`src/hw/rtl/tftuv_pkg.sv`:
```
package tftuv_pkg;

    localparam int COORD_W   = 16;
    localparam int UV_W      = 16;
    localparam int POS_FRAC  = 8;
    localparam int UV_FRAC   = 15;
    localparam int AREA_W    = 48;
    localparam int DET_W     = 32;
    localparam int TAN_W     = 32;
    localparam int CFG_IDX_W = 2;

    localparam int DIFF_W    = 17;
    localparam int MUL_W     = 25;
    localparam int PROD_W    = 2 * MUL_W;
    localparam int WIDE_W    = 35;
    localparam int BIG_BIT   = 24;
    localparam int SQ_W      = 50;
    localparam int DIV_SHIFT = UV_FRAC + POS_FRAC;
    localparam int DVD_W     = WIDE_W + DIV_SHIFT;
    localparam int Q_W       = TAN_W + 1;
    localparam int CNT_W     = $clog2(DVD_W);

    localparam logic [CFG_IDX_W-1:0] CFG_AREA_LIMIT = 2'd0;
    localparam logic [CFG_IDX_W-1:0] CFG_DET_LIMIT  = 2'd1;

    localparam logic [AREA_W-1:0] AREA_LIMIT_RST = 48'd42950;
    localparam logic [DET_W-1:0]  DET_LIMIT_RST  = 32'd11;

    localparam logic [1:0] CORNER_0 = 2'd0;
    localparam logic [1:0] CORNER_1 = 2'd1;
    localparam logic [1:0] CORNER_2 = 2'd2;

    localparam logic [1:0] ST_OK   = 2'd0;
    localparam logic [1:0] ST_AREA = 2'd1;
    localparam logic [1:0] ST_DET  = 2'd2;

    localparam logic [TAN_W-1:0] TAN_MAX = 32'h7FFF_FFFF;
    localparam logic [TAN_W-1:0] TAN_MIN = 32'h8000_0000;

    typedef struct packed {
        logic [1:0]                corner;
        logic signed [COORD_W-1:0] pos_x;
        logic signed [COORD_W-1:0] pos_y;
        logic signed [COORD_W-1:0] pos_z;
        logic [UV_W-1:0]           tex_u;
        logic [UV_W-1:0]           tex_v;
    } t_in_item;

    typedef struct packed {
        logic signed [TAN_W-1:0] tangent_x;
        logic signed [TAN_W-1:0] tangent_y;
        logic signed [TAN_W-1:0] tangent_z;
        logic [1:0]              status;
    } t_out_item;

    function automatic logic [WIDE_W-1:0] f_abs(input logic signed [WIDE_W-1:0] v);
        logic [WIDE_W-1:0] r;
        r = v[WIDE_W-1] ? WIDE_W'(-v) : WIDE_W'(v);
        return r;
    endfunction

endpackage

```
`src/hw/rtl/tftuv_div.sv`:
```
module tftuv_div (
    input  logic                          i_clk,
    input  logic                          i_rst_n,
    input  logic                          i_start,
    input  logic [tftuv_pkg::WIDE_W-1:0]  i_num,
    input  logic [tftuv_pkg::WIDE_W-1:0]  i_den,
    output logic                          o_done,
    output logic                          o_over,
    output logic [tftuv_pkg::Q_W-1:0]     o_quot
);
    import tftuv_pkg::*;

    logic                r_busy;
    logic                r_done;
    logic [CNT_W-1:0]    r_cnt;
    logic [DVD_W-1:0]    r_dvd;
    logic [WIDE_W-1:0]   r_rem;
    logic [WIDE_W-1:0]   r_den;
    logic [Q_W-1:0]      r_q;
    logic                r_over;
    logic [WIDE_W:0]     trial;
    logic                ge;
    logic [WIDE_W:0]     rem_nx;

    assign trial  = {r_rem, r_dvd[DVD_W-1]};
    assign ge     = trial >= {1'b0, r_den};
    assign rem_nx = ge ? trial - {1'b0, r_den} : trial;

    always_ff @(posedge i_clk) begin
        if (!i_rst_n) begin
            r_busy <= 1'b0;
            r_done <= 1'b0;
            r_cnt  <= '0;
        end else begin
            r_done <= 1'b0;
            if (i_start) begin
                r_busy <= 1'b1;
                r_cnt  <= '0;
            end else if (r_busy) begin
                r_cnt <= r_cnt + 1'b1;
                if (r_cnt == CNT_W'(DVD_W - 1)) begin
                    r_busy <= 1'b0;
                    r_done <= 1'b1;
                end
            end
        end
    end

    always_ff @(posedge i_clk) begin
        if (i_start) begin
            r_dvd  <= {i_num, {DIV_SHIFT{1'b0}}};
            r_den  <= i_den;
            r_rem  <= '0;
            r_q    <= '0;
            r_over <= 1'b0;
        end else if (r_busy) begin
            r_dvd  <= {r_dvd[DVD_W-2:0], 1'b0};
            r_rem  <= rem_nx[WIDE_W-1:0];
            r_q    <= {r_q[Q_W-2:0], ge};
            r_over <= r_over | r_q[Q_W-1];
        end
    end

    assign o_done = r_done;
    assign o_over = r_over;
    assign o_quot = r_q;

endmodule

```
`src/hw/rtl/triangle_tangent_from_uv_top.sv`:
```
// Corners 0 and 1 are stored when accepted; corner 3 is dropped.
// A degenerate triangle goes from corner 2 straight to the output; otherwise
// the result waits on three restoring divides at one quotient bit per cycle.
// The block stalls its input while a triangle is in progress.
// Reset is synchronous and active low; it clears stored corners 0 and 1 and
// loads the default limits.
module triangle_tangent_from_uv_top (
    input  logic                                i_clk,
    input  logic                                i_rst_n,
    input  logic                                i_in_valid,
    output logic                                o_in_stall,
    input  tftuv_pkg::t_in_item                 i_in_data,
    output logic                                o_out_valid,
    input  logic                                i_out_stall,
    output tftuv_pkg::t_out_item                o_out_data,
    input  logic                                i_cfg_valid,
    output logic                                o_cfg_ready,
    input  logic [tftuv_pkg::CFG_IDX_W-1:0]     i_cfg_index,
    input  logic [tftuv_pkg::AREA_W-1:0]        i_cfg_data
);
    import tftuv_pkg::*;

    localparam logic [2:0] S_IDLE   = 3'd0;
    localparam logic [2:0] S_MUL    = 3'd1;
    localparam logic [2:0] S_DECIDE = 3'd2;
    localparam logic [2:0] S_NUM    = 3'd3;
    localparam logic [2:0] S_DIV    = 3'd4;
    localparam logic [2:0] S_OUT    = 3'd5;

    logic [2:0]                r_state;
    logic [3:0]                r_step;
    logic [1:0]                r_comp;
    logic [AREA_W-1:0]         r_area;
    logic [DET_W-1:0]          r_det_lim;
    logic signed [COORD_W-1:0] r_p0 [3];
    logic signed [COORD_W-1:0] r_p1 [3];
    logic signed [COORD_W-1:0] r_p2 [3];
    logic [UV_W-1:0]           r_t0 [2];
    logic [UV_W-1:0]           r_t1 [2];
    logic [UV_W-1:0]           r_t2 [2];
    logic signed [PROD_W-1:0]  r_prod;
    logic signed [WIDE_W-1:0]  r_acc;
    logic signed [WIDE_W-1:0]  r_cx, r_cy, r_cz, r_det;
    logic [WIDE_W-1:0]         r_adet;
    logic [SQ_W-1:0]           r_sq;
    logic                      r_num_neg;
    logic [TAN_W-1:0]          r_tan [3];
    logic [1:0]                r_status;
    logic                      r_ovld;
    t_out_item                 r_odata;

    logic signed [DIFF_W-1:0]  e0 [3];
    logic signed [DIFF_W-1:0]  e1 [3];
    logic signed [DIFF_W-1:0]  ua, ub, uc, ud;
    logic signed [MUL_W-1:0]   mul_a, mul_b;
    logic signed [WIDE_W-1:0]  diff;
    logic                      big_x, big_y, big_z, big;
    logic [WIDE_W-1:0]         adet;
    logic                      in_acc;
    logic                      div_start;
    logic                      div_done;
    logic                      div_over;
    logic [Q_W-1:0]            quot;
    logic                      neg;
    logic [TAN_W-1:0]          tan_val;

    always_comb begin
        for (int i = 0; i < 3; i++) begin
            e0[i] = DIFF_W'(r_p1[i]) - DIFF_W'(r_p0[i]);
            e1[i] = DIFF_W'(r_p2[i]) - DIFF_W'(r_p0[i]);
        end
    end

    assign ua = $signed({1'b0, r_t1[0]}) - $signed({1'b0, r_t0[0]});
    assign ub = $signed({1'b0, r_t1[1]}) - $signed({1'b0, r_t0[1]});
    assign uc = $signed({1'b0, r_t2[0]}) - $signed({1'b0, r_t0[0]});
    assign ud = $signed({1'b0, r_t2[1]}) - $signed({1'b0, r_t0[1]});

    always_comb begin
        mul_a = '0;
        mul_b = '0;
        if (r_state == S_MUL) begin
            case (r_step)
                4'd0:    begin mul_a = MUL_W'(e0[1]); mul_b = MUL_W'(e1[2]); end
                4'd1:    begin mul_a = MUL_W'(e0[2]); mul_b = MUL_W'(e1[1]); end
                4'd2:    begin mul_a = MUL_W'(e0[2]); mul_b = MUL_W'(e1[0]); end
                4'd3:    begin mul_a = MUL_W'(e0[0]); mul_b = MUL_W'(e1[2]); end
                4'd4:    begin mul_a = MUL_W'(e0[0]); mul_b = MUL_W'(e1[1]); end
                4'd5:    begin mul_a = MUL_W'(e0[1]); mul_b = MUL_W'(e1[0]); end
                4'd6:    begin mul_a = MUL_W'(ua); mul_b = MUL_W'(ud); end
                4'd7:    begin mul_a = MUL_W'(ub); mul_b = MUL_W'(uc); end
                4'd8:    begin mul_a = $signed(r_cx[MUL_W-1:0]); mul_b = $signed(r_cx[MUL_W-1:0]); end
                4'd9:    begin mul_a = $signed(r_cy[MUL_W-1:0]); mul_b = $signed(r_cy[MUL_W-1:0]); end
                4'd10:   begin mul_a = $signed(r_cz[MUL_W-1:0]); mul_b = $signed(r_cz[MUL_W-1:0]); end
                default: begin mul_a = '0; mul_b = '0; end
            endcase
        end else if (r_state == S_NUM) begin
            if (r_step == 4'd0) begin
                mul_a = MUL_W'(e0[r_comp]);
                mul_b = MUL_W'(ud);
            end else begin
                mul_a = MUL_W'(e1[r_comp]);
                mul_b = MUL_W'(ub);
            end
        end
    end

    assign diff  = r_acc - $signed(r_prod[WIDE_W-1:0]);
    assign big_x = f_abs(r_cx) >= (WIDE_W'(1) << BIG_BIT);
    assign big_y = f_abs(r_cy) >= (WIDE_W'(1) << BIG_BIT);
    assign big_z = f_abs(r_cz) >= (WIDE_W'(1) << BIG_BIT);
    assign big   = big_x | big_y | big_z;
    assign adet  = f_abs(r_det);

    assign in_acc      = i_in_valid && !o_in_stall;
    assign o_in_stall  = r_state != S_IDLE;
    assign o_cfg_ready = 1'b1;
    assign div_start   = (r_state == S_NUM) && (r_step == 4'd2);

    tftuv_div u_div (
        .i_clk   (i_clk),
        .i_rst_n (i_rst_n),
        .i_start (div_start),
        .i_num   (f_abs(diff)),
        .i_den   (r_adet),
        .o_done  (div_done),
        .o_over  (div_over),
        .o_quot  (quot)
    );

    assign neg = r_num_neg ^ r_det[WIDE_W-1];

    always_comb begin
        if (neg) begin
            if (div_over || quot[Q_W-1] || quot[TAN_W-1]) begin
                tan_val = TAN_MIN;
            end else begin
                tan_val = TAN_W'(-quot[TAN_W-1:0]);
            end
        end else begin
            if (div_over || quot[Q_W-1] || (quot[TAN_W-1:0] >= TAN_MAX)) begin
                tan_val = TAN_MAX;
            end else begin
                tan_val = quot[TAN_W-1:0];
            end
        end
    end

    always_ff @(posedge i_clk) begin
        if (!i_rst_n) begin
            r_area    <= AREA_LIMIT_RST;
            r_det_lim <= DET_LIMIT_RST;
        end else if (i_cfg_valid && o_cfg_ready) begin
            if (i_cfg_index == CFG_AREA_LIMIT) begin
                r_area <= i_cfg_data;
            end else if (i_cfg_index == CFG_DET_LIMIT) begin
                r_det_lim <= i_cfg_data[DET_W-1:0];
            end
        end
    end

    always_ff @(posedge i_clk) begin
        if (!i_rst_n) begin
            for (int i = 0; i < 3; i++) begin
                r_p0[i] <= '0;
                r_p1[i] <= '0;
            end
            for (int i = 0; i < 2; i++) begin
                r_t0[i] <= '0;
                r_t1[i] <= '0;
            end
        end else if (in_acc) begin
            if (i_in_data.corner == CORNER_0) begin
                r_p0[0] <= i_in_data.pos_x;
                r_p0[1] <= i_in_data.pos_y;
                r_p0[2] <= i_in_data.pos_z;
                r_t0[0] <= i_in_data.tex_u;
                r_t0[1] <= i_in_data.tex_v;
            end else if (i_in_data.corner == CORNER_1) begin
                r_p1[0] <= i_in_data.pos_x;
                r_p1[1] <= i_in_data.pos_y;
                r_p1[2] <= i_in_data.pos_z;
                r_t1[0] <= i_in_data.tex_u;
                r_t1[1] <= i_in_data.tex_v;
            end
        end
    end

    always_ff @(posedge i_clk) begin
        if (in_acc && i_in_data.corner == CORNER_2) begin
            r_p2[0] <= i_in_data.pos_x;
            r_p2[1] <= i_in_data.pos_y;
            r_p2[2] <= i_in_data.pos_z;
            r_t2[0] <= i_in_data.tex_u;
            r_t2[1] <= i_in_data.tex_v;
        end
        r_prod <= mul_a * mul_b;
        if (r_state == S_MUL) begin
            case (r_step) inside
                4'd1, 4'd3, 4'd5, 4'd7: r_acc <= $signed(r_prod[WIDE_W-1:0]);
                4'd2:    r_cx  <= diff;
                4'd4:    r_cy  <= diff;
                4'd6:    r_cz  <= diff;
                4'd8:    r_det <= diff;
                4'd9:    r_sq  <= big_x ? '0 : SQ_W'(r_prod[2*BIG_BIT-1:0]);
                4'd10:   r_sq  <= r_sq + (big_y ? '0 : SQ_W'(r_prod[2*BIG_BIT-1:0]));
                4'd11:   r_sq  <= r_sq + (big_z ? '0 : SQ_W'(r_prod[2*BIG_BIT-1:0]));
                default: r_acc <= r_acc;
            endcase
        end else if (r_state == S_NUM) begin
            if (r_step == 4'd1) begin
                r_acc <= $signed(r_prod[WIDE_W-1:0]);
            end else if (r_step == 4'd2) begin
                r_num_neg <= diff[WIDE_W-1];
            end
        end
        if (r_state == S_DECIDE) begin
            r_adet <= adet;
            if (!big && (r_sq < SQ_W'(r_area))) begin
                r_status <= ST_AREA;
            end else if ((adet == '0) || (adet < WIDE_W'(r_det_lim))) begin
                r_status <= ST_DET;
            end else begin
                r_status <= ST_OK;
            end
            for (int i = 0; i < 3; i++) begin
                r_tan[i] <= '0;
            end
        end
        if (r_state == S_DIV && div_done) begin
            r_tan[r_comp] <= tan_val;
        end
        if (r_state == S_OUT && (!r_ovld || !i_out_stall)) begin
            r_odata.tangent_x <= r_tan[0];
            r_odata.tangent_y <= r_tan[1];
            r_odata.tangent_z <= r_tan[2];
            r_odata.status    <= r_status;
        end
    end

    always_ff @(posedge i_clk) begin
        if (!i_rst_n) begin
            r_state <= S_IDLE;
            r_step  <= '0;
            r_comp  <= '0;
            r_ovld  <= 1'b0;
        end else begin
            if (r_state == S_OUT && (!r_ovld || !i_out_stall)) begin
                r_ovld <= 1'b1;
            end else if (r_ovld && !i_out_stall) begin
                r_ovld <= 1'b0;
            end
            unique case (r_state)
                S_IDLE: begin
                    r_step <= '0;
                    r_comp <= '0;
                    if (in_acc && i_in_data.corner == CORNER_2) begin
                        r_state <= S_MUL;
                    end
                end
                S_MUL: begin
                    r_step <= r_step + 1'b1;
                    if (r_step == 4'd11) begin
                        r_state <= S_DECIDE;
                    end
                end
                S_DECIDE: begin
                    r_step <= '0;
                    if ((!big && (r_sq < SQ_W'(r_area))) || (adet == '0)
                        || (adet < WIDE_W'(r_det_lim))) begin
                        r_state <= S_OUT;
                    end else begin
                        r_state <= S_NUM;
                    end
                end
                S_NUM: begin
                    r_step <= r_step + 1'b1;
                    if (r_step == 4'd2) begin
                        r_state <= S_DIV;
                    end
                end
                S_DIV: begin
                    r_step <= '0;
                    if (div_done) begin
                        if (r_comp == 2'd2) begin
                            r_state <= S_OUT;
                        end else begin
                            r_comp  <= r_comp + 1'b1;
                            r_state <= S_NUM;
                        end
                    end
                end
                S_OUT: begin
                    if (!r_ovld || !i_out_stall) begin
                        r_state <= S_IDLE;
                    end
                end
                default: begin
                    r_state <= S_IDLE;
                end
            endcase
        end
    end

    assign o_out_valid = r_ovld;
    assign o_out_data  = r_odata;

`ifndef SYNTHESIS
    a_degen_zero: assert property (@(posedge i_clk) disable iff (!i_rst_n)
        (o_out_valid && o_out_data.status != ST_OK) |->
        (o_out_data.tangent_x == '0 && o_out_data.tangent_y == '0
         && o_out_data.tangent_z == '0))
        else $error("degenerate result carries a nonzero tangent");

    a_corner2_starts: assert property (@(posedge i_clk) disable iff (!i_rst_n)
        (in_acc && i_in_data.corner == CORNER_2) |=> (r_state == S_MUL))
        else $error("corner 2 did not start the computation");

    a_div_done_state: assert property (@(posedge i_clk) disable iff (!i_rst_n)
        div_done |-> (r_state == S_DIV))
        else $error("divider finished outside the divide state");

    a_status_code: assert property (@(posedge i_clk) disable iff (!i_rst_n)
        o_out_valid |-> (o_out_data.status == ST_OK || o_out_data.status == ST_AREA
                         || o_out_data.status == ST_DET))
        else $error("undefined status code on the output");
`endif

endmodule

```
`config.mk`:
```
export PLATFORM = sky130hd
export DESIGN_NAME = triangle_tangent_from_uv_top
export DESIGN_NICKNAME = d
export VERILOG_FILES = /design/src/hw/rtl/tftuv_pkg.sv /design/src/hw/rtl/tftuv_div.sv /design/src/hw/rtl/triangle_tangent_from_uv_top.sv
export SDC_FILE = /design/constraint.sdc
export NUM_CORES = 2
export LEC_CHECK = 0
export BUFFER_PORTS_ARGS = -buffer_cell sky130_fd_sc_hd__buf_2
export CAP_MARGIN = 20
export CORE_MARGIN = 8
export CORE_UTILIZATION = 64
export DETAILED_ROUTE_END_ITERATION = 8
export MAX_ROUTING_LAYER = met4
export PLACE_DENSITY = 0.82
export SKIP_LAST_GASP = 1
export SYNTH_ARGS = -nofsm -noshare
export SYNTH_HDL_FRONTEND = slang
export SYNTH_SLANG_ARGS = --single-unit
```
`constraint.sdc`:
```
create_clock -name i_clk -period 14 [get_ports i_clk]
set_clock_uncertainty 0.2 [all_clocks]
set_input_delay 2.8 -clock i_clk [delete_from_list [all_inputs] [get_ports i_clk]]
set_output_delay 2.8 -clock i_clk [all_outputs]
set_load 0.01 [all_outputs]
```
==> impl_metrics.toml <==
[run_status]
outcome = "completed"

[logic_synthesis]
ys_seq_area_share_pct = 35.2
yosysWarningCount = 0
syn-cell-area_mm2 = 0.0776
async_flop_share_pct = 0
synth_xor_area_share_pct = 3.69
synth_adder_area_share_pct = 25.0
avgSynthCellArea_um2 = 9.96
synth-edff-count = 767
yosysMostFrequentCell = "inv_1"
synth.net_count = 9094
ys_ff_latch = 982
synth_ff_type = "edfxtp_1"
yosysTopAreaCell = "edfxtp_1"
synth_compound_gate_area_share_pct = 12.8
synth-simple-area-share_pct = 15.5
synth.top_cells.by_area = "edfxtp_1 (30%), fa_1 (17%), ha_1 (8.2%)"
synth_cell_type_count = 107
synthCells = 7798
synth.top_cells.by_count = "inv_1 (966), nand2_1 (872), edfxtp_1 (767)"
synth_top_family_by_area = "adder cells"
synth_mux_area_share_pct = 1.43
synth_top_area_share_pct = 29.7

[global_route]
grt_pass1_wl_um = 349000
grt_pass1_vias = 61028
grt_max_degree = 98
grtUsageTotal_pct = 34.9
antenna_found_initial = 8
grt_overflow_total = 0

[floorplanning]
die_h_um = 364
die_x_um = 364
die-area_mm2 = 0.133
ios = 238
rows = 127
core_mm2 = 0.120
initial_utilization_pct = 64.6

[final_layout]
fill_cells = 8786
num-nets-final = 9260
syn_to_final_growth_pct = 8.74
drive_gt1_share_pct = 8.59
post-route-cell-area_mm2 = 0.0844

[clock_tree]
cts_sinks = 982
ctsLongestPathBuffers = 3
root_buffer = "clkbuf_16"
cts_resized = 0
cts_made_buffers = 102
hold_buffers = 0
cts.clk_slew.worst_paths_ps = 60
clk_latency_ps = 780
post_cts_buffers = 0
h-tree-depth = 3
cts_tree = "done"

[flow_run]
maxCapViolCount = 0

[critical_path]
cp-start-kind = "flop"
arrival_ps = 12660
crit_top_cell = "fa_1"
crit_fanout = 21
cp_top_family = "adder cells"
path_buf_inv = 5
cpPeakStageDelay_ps = 770
crit_required_ps = 14390
cp_slowest_cell = "a211oi_2"
path_class = "flop to flop"
cp-end-kind = "flop"

[placed_design]
gp_congestion = 1.07
dpl_cell_area_mm2 = 0.0809
port_buffers = 236
hpwl_um = 173000

[sta]
fin_tns_setup_ps = 0
min_period_ps = 12270
min_period_over_period_pct = 87.6
finalHoldViolations = 0
finalSetupViolations = 0
relSlewSlack_pct = 3.15
rsz0062_at_grt = "false"
worstMarginPinSlew_ps = 1450
max_freq_mhz = 81.5
slew_viol_final = 0

[drt]
dr.pass1.iters = 8
via_per_inst = 6.29
avgRoutedWirePerCell_um = 23.6
routed_wl_um = 229000
via_count = 60885
dr.first_iter.drc_count = 7123
post-route-drc-count = 0
antenna_left = 0

[power]
leakagePower_nw = 36.1
vdd_drop_max_uv = 124
power_density_mw_per_mm2 = 113

[hold_path]
hp-class = "flop to flop"
## worst reg2reg max path: cells and delay by family (launching register included)
family | cells | cell delay [ps]
AO/OA/AOI/OAI | 14 | 4360
adder cells (fa/ha/maj) | 10 | 4520
buffers and inverters | 5 | 260
flip-flops | 1 | 390
AND/OR/NAND/NOR | 8 | 2370
## metrics by stage
stage	total power [mW]	cells	worst slack, ps	hold WS [ps]	utilization (%)
floorplan	5.51	7798	3560	200	-
global placement	6.60	9469	2140	201	67.4
detailed placement	6.68	9471	1840	205	67.4
CTS	9.43	9664	1770	210	70.2
global route	9.85	9674	1030	209	70.3
finish	9.50	9676	1730	202	70.3
## cell families (layout without fill, tap and decap cells)
| kind of cell | count (synthesis) | after routing |
|---|---|---|
| DFF | 982 | 982 |
| other | 1 | 12 |
| AOI/OAI and AO/OA | 1472 | 1472 |
| adders and majority gates | 1159 | 1159 |
| and+or+nand+nor | 2477 | 2477 |
| xor gates and xnor gates | 327 | 327 |
| muxes | 98 | 98 |
| buffers and inverters | 1282 | 1537 |
## state kept, by name (all words and copies together), names as in the netlist, 33 cells and up
signal	count
r_cz	35
r_p2	48
r_cx	35
r_prod	48
u_div.r_dvd	35
r_det	35
u_div.o_quot	33
o_out_data	98
r_p0	48
r_acc	35
r_cy	35
r_adet	35
r_tan	96
r_p1	48
r_sq	50
u_div.r_rem	35
r_area	48
u_div.r_den	35
## path summary, 6_finish.rpt
kind / start / endpoint / slack (ps) / depth (start not counted)
worst max-delay path: r_p0[0][16] / r_prod[44] / 1730 / 37
worst min-delay path: r_tan[2][25] / o_out_data[27] / 200 / 0
worst min register to register: r_tan[2][25] / o_out_data[27] / 200 / 0
worst max register to register: r_p0[0][16] / r_prod[44] / 1730 / 37
## placed cells by master, fill, tap and decap left out, drive strengths merged, types with 145 or more instances in the layout
cell	instances
a21oi	301
a21o	145
dfxtp	215
fa	653
buf	377
inv	971
nor2	505
o21ai	288
ha	506
xnor2	241
edfxtp	767
and2	329
nand2	873
## power by group
| group | switching (mW) | internal [mW] | total, mW | leakage (nW) |
|---|---|---|---|---|
| logic | 2.20 | 1.11 | 3.32 | 25.4 |
| clock network | 1.24 | 1.52 | 2.76 | 1.60 |
| registers | 0.0932 | 3.34 | 3.43 | 9.05 |
## routing by layer
metal	up-vias	track usage, %	wire length, um
met4	0	18.1	14500
met2	3571	55.0	105000
li1	27039	-	-
met3	831	6.41	22900
met1	29444	43.1	86600
met5	-	-	0
## layout make-up
| type | instances | area, um2 | share of cell area (%) |
|---|---|---|---|
| well taps | 1612 | 2020 | 2.39 |
| clock buffers | 133 | 2730 | 3.23 |
| repair buffers | 377 | 2240 | 2.66 |
| clock inverters | 60 | 699 | 0.829 |
| flip-flops and latches | 982 | 27300 | 32.4 |
| multi-input cells | 5534 | 45700 | 54.2 |
| inverters | 967 | 3630 | 4.30 |
| diodes | 11 | 27.5 | 0.0326 |
Note: power is estimated with default switching activity, not from simulation.
